### config.mk
export PLATFORM = sky130hd
export DESIGN_NAME = cube_calculus_unit_core
export DESIGN_NICKNAME = d
export VERILOG_FILES = /design/src/design/ccu_pkg.sv /design/src/design/ccu_alu.sv /design/src/design/cube_calculus_unit_core.sv
export SDC_FILE = /design/constraint.sdc
export NUM_CORES = 1
export LEC_CHECK = 0
export ABC_AREA = 1
export BUFFER_PORTS_ARGS = -buffer_cell sky130_fd_sc_hd__clkbuf_2
export CAP_MARGIN = 20
export CORE_AREA = 8 8 129 131
export DETAILED_ROUTE_END_ITERATION = 6
export DIE_AREA = 0 0 137 139
export HOLD_SLACK_MARGIN = 0.15
export PLACE_DENSITY_LB_ADDON = 0.12
export SLEW_MARGIN = 20
export SYNTH_ARGS = -nofsm -noshare
export SYNTH_HDL_FRONTEND = slang
export SYNTH_SLANG_ARGS = --single-unit
### constraint.sdc
create_clock -name clk -period 9.5 [get_ports clk]
set_clock_uncertainty 0.2 [all_clocks]
set_input_delay 0.95 -clock clk [delete_from_list [all_inputs] [get_ports clk]]
set_output_delay 0.95 -clock clk [all_outputs]
set_load 0.02 [all_outputs]
### src/design/ccu_pkg.sv
package ccu_pkg;

	localparam int NUM_VARS  = 16;
	localparam int VARS_USED = (NUM_VARS > 16) ? 16 : NUM_VARS;
	localparam int CUBE_W    = 32;
	localparam int COUNT_W   = 6;
	localparam int OP_W      = 3;

	typedef enum logic [OP_W-1:0] {
		OP_SHARP = 3'd0,
		OP_ISECT = 3'd1,
		OP_SUPER = 3'd2,
		OP_COVER = 3'd3,
		OP_VALID = 3'd4
	} op_t;

	typedef logic [VARS_USED-1:0] vmask_t;
	typedef logic [CUBE_W-1:0]    cube_t;

	typedef struct packed {
		cube_t              cube;
		logic [COUNT_W-1:0] count;
		logic               valid;
		logic               none;
		logic               last;
	} res_t;

	function automatic cube_t cube_mask();
		cube_t m;
		for (int i = 0; i < CUBE_W; i++) begin
			m[i] = (i < 2 * VARS_USED);
		end
		return m;
	endfunction

	localparam cube_t CUBE_MASK = cube_mask();

	function automatic logic [3:0] popcount8(input logic [7:0] x);
		logic [3:0] n;
		n = '0;
		for (int i = 0; i < 8; i++) begin
			n = n + {3'b000, x[i]};
		end
		return n;
	endfunction

	function automatic logic [COUNT_W-1:0] popcount32(input cube_t x);
		logic [COUNT_W-1:0] n;
		n = '0;
		for (int i = 0; i < CUBE_W / 8; i++) begin
			n = n + {{(COUNT_W-4){1'b0}}, popcount8(x[8*i +: 8])};
		end
		return n;
	endfunction

endpackage

### src/design/ccu_alu.sv
module ccu_alu (
	input  logic [ccu_pkg::OP_W-1:0] op,
	input  ccu_pkg::cube_t           a,
	input  ccu_pkg::cube_t           b,
	input  ccu_pkg::vmask_t          emitted,
	output ccu_pkg::res_t            res,
	output ccu_pkg::vmask_t          pick
);
	import ccu_pkg::*;

	vmask_t empty, nz, eq, eq_low, keep, rem, rest;
	cube_t  field, cand, empty_ext;
	logic   valid;

	always_comb begin
		for (int v = 0; v < VARS_USED; v++) begin
			empty[v] = (a[2*v +: 2] == 2'b00);
			nz[v]    = ((a[2*v +: 2] & ~b[2*v +: 2]) != 2'b00);
			eq[v]    = ((a[2*v +: 2] &  b[2*v +: 2]) == 2'b00);
		end
	end

	assign valid = ~|empty;

	// a candidate equal to cube A itself can come from several variables; keep the first
	assign eq_low = eq & vmask_t'(~eq + vmask_t'(1));
	assign keep   = valid ? (nz & (~eq | eq_low)) : '0;
	assign rem    = keep & ~emitted;
	assign pick   = rem & vmask_t'(~rem + vmask_t'(1));
	assign rest   = rem & ~pick;

	always_comb begin
		field     = '0;
		empty_ext = '0;
		for (int v = 0; v < VARS_USED; v++) begin
			field[2*v +: 2] = {2{pick[v]}};
			empty_ext[v]    = empty[v];
		end
	end

	assign cand = (a & ~field) | (a & ~b & field);

	always_comb begin
		res       = '0;
		res.valid = valid;
		res.last  = 1'b1;
		unique case (op)
			OP_SHARP: begin
				if (rem == '0) begin
					res.none = 1'b1;
				end else begin
					res.cube = cand;
					res.last = (rest == '0);
				end
			end
			OP_ISECT: res.cube = a & b;
			OP_SUPER: res.cube = a | b;
			OP_COVER: begin
				if ((~a & b) == '0) begin
					res.count = popcount32(a & ~b);
				end
			end
			OP_VALID: res.count = popcount32(empty_ext);
			default:  res.none = 1'b1;
		endcase
	end

endmodule

### src/design/cube_calculus_unit_core.sv
// Inputs are registered in the input stage and result words in the output register.
// Unless the output stalls: one input word per cycle for intersect, supercube, coverage
// and validity, and for sharp one result word per cycle from a single emitter at the
// output register; a sharp item holds the input stage until its last word (up to 16).
// Reset clears the stage and output valid flags and the emitted-variable mask.
module cube_calculus_unit_core (
	input  logic                           clk,
	input  logic                           arst_n,
	input  logic                           in_valid,
	output logic                           in_ready,
	input  logic [ccu_pkg::OP_W-1:0]       opcode,
	input  ccu_pkg::cube_t                 cube_a,
	input  ccu_pkg::cube_t                 cube_b,
	output logic                           out_valid,
	input  logic                           out_ready,
	output ccu_pkg::cube_t                 result_cube,
	output logic [ccu_pkg::COUNT_W-1:0]    result_count,
	output logic                           cube_valid,
	output logic                           no_result,
	output logic                           last_result
);
	import ccu_pkg::*;

	logic             item_vld_s1;
	logic [OP_W-1:0]  op_s1;
	cube_t            a_s1, b_s1;
	vmask_t           emitted_q;
	logic             out_vld_q;
	res_t             res_q;

	res_t             res;
	vmask_t           pick;
	logic             out_free, emit, done, accept;

	ccu_alu u_alu (
		.op      (op_s1),
		.a       (a_s1),
		.b       (b_s1),
		.emitted (emitted_q),
		.res     (res),
		.pick    (pick)
	);

	assign out_free = !out_vld_q || out_ready;
	assign emit     = item_vld_s1 && out_free;
	assign done     = emit && res.last;
	assign in_ready = !item_vld_s1 || done;
	assign accept   = in_valid && in_ready;

	always_ff @(posedge clk or negedge arst_n) begin
		if (!arst_n) begin
			item_vld_s1 <= 1'b0;
			emitted_q   <= '0;
			out_vld_q   <= 1'b0;
		end else begin
			if (accept) begin
				item_vld_s1 <= 1'b1;
			end else if (done) begin
				item_vld_s1 <= 1'b0;
			end
			if (emit) begin
				emitted_q <= res.last ? '0 : (emitted_q | pick);
			end
			if (emit) begin
				out_vld_q <= 1'b1;
			end else if (out_ready) begin
				out_vld_q <= 1'b0;
			end
		end
	end

	always_ff @(posedge clk) begin
		if (accept) begin
			op_s1 <= opcode;
			a_s1  <= cube_a & CUBE_MASK;
			b_s1  <= cube_b & CUBE_MASK;
		end
		if (emit) begin
			res_q <= res;
		end
	end

	assign out_valid    = out_vld_q;
	assign result_cube  = res_q.cube;
	assign result_count = res_q.count;
	assign cube_valid   = res_q.valid;
	assign no_result    = res_q.none;
	assign last_result  = res_q.last;

	// emitted mask must be clean whenever no item is held
	a_clean_mask: assert property (@(posedge clk) disable iff (!arst_n)
		!item_vld_s1 |-> emitted_q == '0)
		else $error("emitted mask set with empty stage");

	// a non-final sharp word keeps the item in the stage
	a_hold_item: assert property (@(posedge clk) disable iff (!arst_n)
		emit && !res.last |=> item_vld_s1)
		else $error("item dropped before its last word");

	a_one_pick: assert property (@(posedge clk) disable iff (!arst_n)
		item_vld_s1 |-> $onehot0(pick))
		else $error("more than one variable picked");

	a_none_last: assert property (@(posedge clk) disable iff (!arst_n)
		out_valid && no_result |-> last_result)
		else $error("empty result not marked last");

endmodule

==> impl_metrics.toml, run 1 <==
[run_status]
status = "finished, final reports clean"

[clock_tree]
clk_latency_ps = 430
path_clk_slew_ps = 60
ctsLongestPathBuffers = 2
cts_setup_buffers = 0
cts-root-buf = "clkbuf_16"
cts_buffers = 17
postCtsResizedCells = 0
cts_sinks = 126
cts_tree = "done"
postCtsHoldBufs = 0
htree_levels = 4

[critical_path]
path_cells = "inv_1 > nor2_1 > ha_1 > fa_1 > inv_1 > fa_1 > fa_1 > fa_1 > xnor2_1 > ha_1 > a21oi_1 > nand2_1 > xor2_1 > fa_1 > inv_1 > ha_1 > a21oi_1 > nand2_1 > xnor2_1 > o21ai_0"
cp_num_buf_inv = 3
cp-startpoint = "a_s1[9]"
critPathMostFrequentCell = "fa_1"
critical-path-max-stage-delay_ps = 540
path_depth = 20
end_kind = "flip-flop"
regToRegStartpoint = "a_s1[9]"
arrival_ps = 5450
start_kind = "flip-flop"
critPathMaxFanout = 6
path_delay_family = "adder cells"
crit_slowest_cell = "fa_1"
reg2regPathDepth = 20
required_ps = 9470
critPathKind = "reg2reg"

[cells_and_area]
final_net_count = 1236
mostFrequentLayoutCells = "179 x nand2_1, 161 x inv_1, 113 x clkbuf_2"
layout_commonest_cell = "nand2_1"
antennaDiodeCount = 0
layout-area-overhead-vs-synth_pct = 15.6
drive_above_1_share_pct = 18.5

[synth]
ys.flop_type = "edfxtp_1"
synth-seq-cells = 126
synthArstFlopShare_pct = 14.3
seq_area_frac_synth_pct = 43.4
yosys_warnings = 0
syn-num-nets = 1111
syn_area_um2 = 8520
synth.distinct_cells = 46
synth-edff-count = 108
syn_area_per_cell_um2 = 8.75
synthCells = 973

[global_route]
antenna_found_initial = 0
overflow = 0
grt_pass1_vias = 7192
grt_pass1_wl_um = 38500
track_usage_pct = 26.8
grt_max_degree = 45

[sta]
slew_violations = 0
rsz0062_at_grt = "no"
max_freq_ghz = 0.182
finalSetupTns_ps = 0
maxSlewHeadroom_pct = 25.7
fin_crit_ps = 5480
holdWs_ps = 290
tightest_slew_ps = 1110
timing.final.crit_share_pct = 57.7
hold_violations = 0
setup_viol = 0

[pwr]
p_switching_uw = 674
clkPwrFrac_pct = 31.3
power_density_nw_per_um2 = 195
ir_worst_vdd_mv = 0.128
seqPwrFrac_pct = 36.8
p_int_uw = 1250
power_leakage_uw = 0.00470
pwr-share-comb_pct = 31.8
p_sw_share_pct = 35.0

[min_path]
worst_hold_startpoint = "emitted_q[9]"
hold_depth = 1
hp-class = "reg2reg"

[route]
ant_nets = 0
via_count = 7321
wl_per_cell_um = 19.2
totalWireLength_um = 24900
routed_via_density = 5.64
drc_errors = 0
drtIter0Drc = 621
first_pass_iters = 5

[die]
initial_core_util_pct = 57.7
die_w_um = 137
std_cell_rows = 45
coreArea_um2 = 14800
die_area_um2 = 19000
io_pins = 114
die_y_um = 139

[place]
portBuffers = 113
dp_hpwl_um = 19200
place_congestion = 1.01

[job]
drv_cap = 0
==> cells in the mapped netlist, drive strengths merged, types with 7 or more instances <==
library cell,number,share of area (%)
edfxtp,108,38
ha,36,5.3
nor4,8,0.59
nor3,11,0.65
o21a,15,1.3
dfrtp,18,5.3
xnor2,7,0.72
inv,179,7.9
o21ai,90,5.3
o22ai,12,0.88
nand3,42,3.1
fa,31,7.3
nand2,198,9.9
nand4,10,0.73
nor2,96,4.8
a21oi,39,2.3
a31oi,28,2.1
==> cells by family after synthesis <==
kind of cell	share of synthesized area, %
AOI/OAI and AO/OA	13.9
xor gates and xnor gates	1.03
adders and majority gates	12.6
buffers and inverters	8.83
DFF	43.4
and+or+nand+nor	20.3
==> registers in the layout (all words and copies together) (netlist names) <==
register,count
a_s1,32
b_s1,32
cube_valid,1
emitted_q,16
item_vld_s1,1
last_result,1
no_result,1
op_s1,3
out_valid,1
result_count,6
result_cube,32
==> power by group through the flow <==
stage	clock [uW]	combinational, uW	sequential, uW
after global routing	630	697	715
after floorplan	0	400	744
after CTS	608	613	707
after global placement	0	601	716
after detailed placement	0	606	717
final	603	612	708
==> stage by stage <==
stage / worst slack, ps / utilization (%) / area (um^2) / cells / power [uW]
detailed placement: 4030 / 62.9 / 9280 / 1266 / 1320
floorplan: 4310 / - / 8520 / 973 / 1140
finish: 4020 / 66.7 / 9850 / 1299 / 1920
global placement: 4100 / 62.9 / 9280 / 1266 / 1320
CTS: 4030 / 66.6 / 9820 / 1298 / 1930
global route: 3750 / 66.7 / 9850 / 1299 / 2040
==> worst register-to-register path: cells and delay by family (launching register included) <==
family / cells / cell delay, ps
fa+ha+maj: 8 / 3260
xor+xnor: 3 / 440
compound gates: 3 / 420
buf+inv: 3 / 190
flops: 1 / 420
simple gates: 3 / 300
==> final cells by class <==
cell class,count,area [um^2]
inverters,180,676
repair buffers,118,623
flip-flops and latches,126,3690
clock inverters,12,97.6
multi-input cells,655,4080
fillers,1248,4910
well taps,188,235
clock buffers,20,437
==> layer usage <==
metal / GRT usage [%] / up-vias / part of all wire [%]
met5: 0 / - / 0
li1: - / 3506 / -
met3: 6.05 / 78 / 7.4
met1: 34.3 / 3400 / 42
met4: 15.7 / 0 / 5.2
met2: 40.7 / 337 / 45
==> path summary, 6_finish.rpt <==
check	slack [ps]	endpoint
worst max register to register	4020	result_count[4]
worst min-delay path	290	emitted_q[9]
worst min register to register	290	emitted_q[9]
worst max-delay path	4020	result_count[4]
min in group asynchronous	300	emitted_q[4]
max in group asynchronous	8420	emitted_q[8]
(Power assumes the default switching activity.)
==> run 2, diff against run 1 <==
- CORE_AREA: 8 8 129 131 -> 8 8 130 132
- DIE_AREA: 0 0 137 139 -> 0 0 138 140
- clock period: 9.5 -> 5.63 ns (I/O delays scaled with it)
==> run 2 against run 1 <==
Compared with the run above:
- non-clock buffer count grew 71
- worst setup slack worse by 3800 ps
- worst hold slack got worse by 110 ps
- largest cell class unchanged
- highest routed layer is now met5
- via count is 4.3% higher
- sequential power grew 69%
- fmax rose by 0.59%
- cell count rose by 5.5%
- largest power group unchanged
- clock-buffer cell count decreased by 2
- core utilization increased by 4.7 points
==> impl_metrics.toml, run 2 (synthesis results as in run 1) <==
[global_route]
antenna_found_initial = 1
track_usage_pct = 27.2
grt_pass1_vias = 7470
overflow = 0
grt_max_degree = 44
grt_pass1_wl_um = 40700

[clock_tree]
ctsLongestPathBuffers = 2
cts_buffers = 17
cts_tree = "done"
htree_levels = 4
cts_sinks = 126
cts-root-buf = "clkbuf_16"
clk_latency_ps = 430
path_clk_slew_ps = 60

[pwr]
p_sw_share_pct = 34.2
clkPwrFrac_pct = 33.3
p_int_uw = 2260
power_uw = 3430
power_leakage_uw = 0.00502
power_density_nw_per_um2 = 323
ir_worst_vdd_mv = 0.298
p_switching_uw = 1170
pwr-share-comb_pct = 31.9
seqPwrFrac_pct = 34.9

[sta]
tightest_slew_ps = 835
rsz0062_at_grt = "no"
fin_crit_ps = 5450
maxSlewHeadroom_pct = 44.2
timing.final.crit_share_pct = 96.8
max_freq_ghz = 0.183
fin_ws_ps = 180
setup_viol = 0
hold_violations = 0
slew_violations = 0
finalSetupTns_ps = 0

[place]
place_ws_ps = 177
placed_cell_area_um2 = 9310
place_congestion = 0.985
dp_hpwl_um = 19800
portBuffers = 113

[route]
via_count = 7638
routed_via_density = 5.58
drc_errors = 0
totalWireLength_um = 26600
wl_per_cell_um = 19.4
first_pass_iters = 6
ant_nets = 0
drtIter0Drc = 614

[die]
io_pins = 114
initial_core_util_pct = 57.3
std_cell_rows = 45
coreArea_um2 = 14900
die_y_um = 140
die_area_um2 = 19300
die_w_um = 138

[cells_and_area]
mostFrequentLayoutCells = "179 x nand2_1, 161 x inv_1, 113 x clkbuf_2"
final_net_count = 1307
layout_commonest_cell = "nand2_1"
antennaDiodeCount = 0
final_area_um2 = 10600
drive_above_1_share_pct = 18.3
utilization_pct = 71.5
layout-area-overhead-vs-synth_pct = 24.8

[critical_path]
regToRegStartpoint = "a_s1[9]"
arrival_ps = 5430
critPathMaxFanout = 6
start_kind = "flip-flop"
reg2regPathDepth = 17
required_ps = 5610
cp-startpoint = "a_s1[9]"
critPathKind = "reg2reg"
r2r_end = "result_count[3]"
end_kind = "flip-flop"
crit_end = "result_count[3]"
r2r_setup_slack_ps = 180

[min_path]
hold_depth = 3
worst_hold_startpoint = "in_valid"
hp-class = "in2reg"

[job]
drv_cap = 0

[run_status]
status = "finished, final reports clean"
-- run 2: changes by cell type in the layout (fill, tap and decap cells not counted), moves of 2 or more --
cell | previous run | this run
clkbuf_1 | 3 | 0
dlygate4sd3_1 | 0 | 68
inv_6 | 0 | 2
buf_4 | 4 | 8
bufinv_16 | 1 | 3
clkinv_1 | 3 | 1
-- run 2: metrics by stage --
step                hold WS, ps  std cells
CTS                         173       1369
finish                      177       1370
detailed placement          280       1269
floorplan                  67.4        973
global placement            273       1269
global route                192       1370
-- run 2: timing repair --
action	CTS	global route
endpoints found under the setup margin	0	3
endpoints found under the hold margin	85	0
hold buffers	68	0
resized for setup	0	3
buffers inserted	0	1
-- run 2: final cells by class --
type                       instances  area (um^2)
tap                              188          235
multi-input combinational        655         4110
clock inverter                    14          166
sequential                       126         3690
timing repair buffer             189         1310
inverter                         180          676
fill                            1151         4240
clock buffer                      18          439
-- run 2: per-layer routing --
layer	routed length, um	track usage, %
met1	10800	32.4
met2	12800	45.9
met3	1920	5.98
met4	1080	13.3
met5	10	0
-- run 2: critical path, stage by stage (launching register included) --
cell	delay [ps]
edfxtp_1	460
inv_1	120
nor2_2	50
ha_1	310
fa_1	500
inv_1	60
fa_1	450
fa_1	410
fa_1	500
inv_1	70
fa_1	550
inv_1	60
fa_1	530
inv_1	40
ha_1	220
fa_1	410
xnor2_1	160
o21ai_0	100
-- run 2: power groups by stage --
stage	combinational [uW]	clock (uW)	sequential (uW)
finish	1090	1140	1200
global route	1220	1190	1200
CTS	1070	1150	1190
detailed placement	1020	0	1210
global placement	1010	0	1210
floorplan	676	0	1260
-- run 2: worst min path at each step --
stage                   endpoint  slack (ps)
floorplan           emitted_q[0]          70
global placement    emitted_q[9]         270
detailed placement  emitted_q[6]         280
CTS                  item_vld_s1         170
global route         item_vld_s1         190
finish               item_vld_s1         180
==> run 3, diff against run 2 <==
- ABC_AREA: 1 -> not set
- CORE_AREA: 8 8 130 132 -> 8 8 128 130
- DIE_AREA: 0 0 138 140 -> 0 0 136 138
==> run 3 against run 2 <==
Compared with the run above:
- non-clock buffer count up 24
- cell count down 12%
- worst hold slack better by 55 ps
- clock-buffer cell count up 2
- largest cell class unchanged
- wire length up 7.8%
- core utilization up 2.8 points
- flip-flop and latch count unchanged
- first-iteration DRC count up 54%
- global-route usage up 3.1 points
- worst setup slack worse by 69 ps
- fmax down 1.2%
- critical path depth up 3
==> impl_metrics.toml, run 3 <==
[clock_tree]
cts_buffers = 17
path_clk_slew_ps = 60
cts_tree = "done"
cts_sinks = 126
ctsLongestPathBuffers = 2
cts-root-buf = "clkbuf_16"
clk_latency_ps = 440
htree_levels = 4

[synth]
syn_area_um2 = 8310
synth_most_common_cell = "edfxtp_1"
synth-edff-count = 108
syn_area_per_cell_um2 = 10.4
netlist.area_leader.share_pct = 39.0
seq_area_frac_synth_pct = 44.4
synthArstFlopShare_pct = 14.3
ys.flop_type = "edfxtp_1"
synth.distinct_cells = 70
synthTopCellsByArea = "edfxtp_1 39%, fa_1 7.5%, dfrtp_1 5.4%"
syn-num-nets = 935
synthTopCellsByCount = "108 x edfxtp_1, 103 x inv_1, 63 x nand2_1"
yosys.area.top_type = "edfxtp_1"
synth-seq-cells = 126
synthCells = 797
yosys_warnings = 0

[die]
coreArea_um2 = 14300
initial_core_util_pct = 58.1
die_area_um2 = 18800
die_y_um = 138
die_w_um = 136
io_pins = 114
std_cell_rows = 44

[cells_and_area]
drive_above_1_share_pct = 22.5
layout-area-overhead-vs-synth_pct = 27.9
final_net_count = 1142
antennaDiodeCount = 0
mostFrequentLayoutCells = "113 x clkbuf_2, 108 x edfxtp_1, 97 x inv_1"
layout_commonest_cell = "clkbuf_2"
utilization_pct = 74.3

[critical_path]
r2r_setup_slack_ps = 110
crit_slowest_cell = "fa_2"
end_kind = "flip-flop"
cp-startpoint = "a_s1[1]"
path_delay_family = "adder cells"
cp_num_buf_inv = 4
critPathMaxFanout = 3
regToRegStartpoint = "a_s1[1]"
critical-path-max-stage-delay_ps = 570
path_cells = "nand2b_4 > inv_2 > ha_4 > inv_2 > fa_2 > fa_1 > fa_2 > fa_1 > inv_2 > ha_1 > a21o_1 > a21oi_2 > xor2_2 > fa_1 > inv_1 > ha_1 > a21oi_1 > xnor2_1 > nand2_1 > o21ai_0"
start_kind = "flip-flop"
critPathKind = "reg2reg"
arrival_ps = 5490
required_ps = 5600

[global_route]
grt_pass1_vias = 7792
grt_pass1_wl_um = 43600
track_usage_pct = 30.4
antenna_found_initial = 1
overflow = 0
grt_max_degree = 41

[place]
dp_hpwl_um = 20400
portBuffers = 113
place_ws_ps = 50.6
place_congestion = 0.956

[sta]
setup_viol = 0
tightest_slew_ps = 918
maxSlewHeadroom_pct = 38.5
slew_violations = 0
holdWs_ps = 232
timing.final.crit_share_pct = 98.0
hold_violations = 0
max_freq_ghz = 0.181
fin_ws_ps = 111
fin_crit_ps = 5520

[pwr]
power_leakage_uw = 0.00467
power_density_nw_per_um2 = 330
ir_worst_vdd_mv = 0.236
power_uw = 3510

[min_path]
worst_hold_startpoint = "out_ready"
hp-class = "in2reg"

[route]
first_pass_iters = 6
ant_nets = 0
drc_errors = 0
via_count = 7661
routed_via_density = 6.38
wl_per_cell_um = 23.9
drtIter0Drc = 945
totalWireLength_um = 28700

[job]
drv_cap = 0

[run_status]
status = "finished, final reports clean"
## run 3: metal layers
metal  up-vias  track usage (%)  routed length, um
met5         -                0                 13
met4         2             15.7               1330
met3       105             7.32               2760
met2       496             48.4              13700
met1      3704             37.4              10800
li1       3354                -                  -
## run 3: logic make-up (layout without fill, tap and decap cells)
family / count (synthesis) / after routing / share of synthesized area, %
flip-flops: 126 / 126 / 44.4
buffers and inverters: 129 / 349 / 5.99
adder cells (fa/ha/maj): 69 / 69 / 13.1
AO/OA/AOI/OAI: 241 / 241 / 21.1
XOR/XNOR: 14 / 14 / 1.47
AND/OR/NAND/NOR: 218 / 218 / 13.9
## run 3: repair_timing
| action | in CTS | in global routing |
|---|---|---|
| buffers inserted | 0 | 5 |
| gates resized for setup | 0 | 18 |
| endpoints found under the hold margin | 86 | 0 |
| endpoints found under the setup margin | 0 | 3 |
| hold buffers | 69 | 0 |
## run 3: worst paths after layout
kind / endpoint / depth (start not counted)
hold / removal: out_valid / 3
setup reg to reg: result_count[4] / 20
setup / recovery: result_count[4] / 20
hold reg to reg: emitted_q[8] / 1
min in group asynchronous: emitted_q[1] / 2
max in group asynchronous: emitted_q[14] / 2
## run 3: cell type report
| class | count | area (um^2) |
|---|---|---|
| clock buffers | 20 | 447 |
| repair buffers | 213 | 1510 |
| well taps | 184 | 230 |
| inverters | 104 | 390 |
| fillers | 928 | 3680 |
| flip-flops and latches | 126 | 3690 |
| clock inverters | 12 | 138 |
| multi-input cells | 542 | 4220 |
## run 3: worst register-to-register path: stages, from the launching register on
cell and delay [ps]:
edfxtp_1 450, nand2b_4 110, inv_2 50, ha_4 260
inv_2 50, fa_2 570, fa_1 450, fa_2 400
fa_1 560, inv_2 50, ha_1 260, a21o_1 170
a21oi_2 190, xor2_2 140, fa_1 550, inv_1 40
ha_1 340, a21oi_1 170, xnor2_1 90, nand2_1 70
o21ai_0 80
## run 3: power breakdown
group | leakage, uW | total (uW) | switching [uW] | internal [uW]
clock | 0.000281 | 1100 | 436 | 667
sequential | 0.00129 | 1180 | 69.9 | 1110
combinational | 0.00310 | 1230 | 718 | 509
total | 0.00467 | 3510 | 1220 | 2290
## run 3: per-stage QoR
stage,area [um^2],setup TNS [ps],std cells
finish,10600,0,1201
global route,10600,-61.7,1201
CTS,10500,0,1196
detailed placement,9250,0,1095
global placement,9250,0,1095
floorplan,8330,0,797
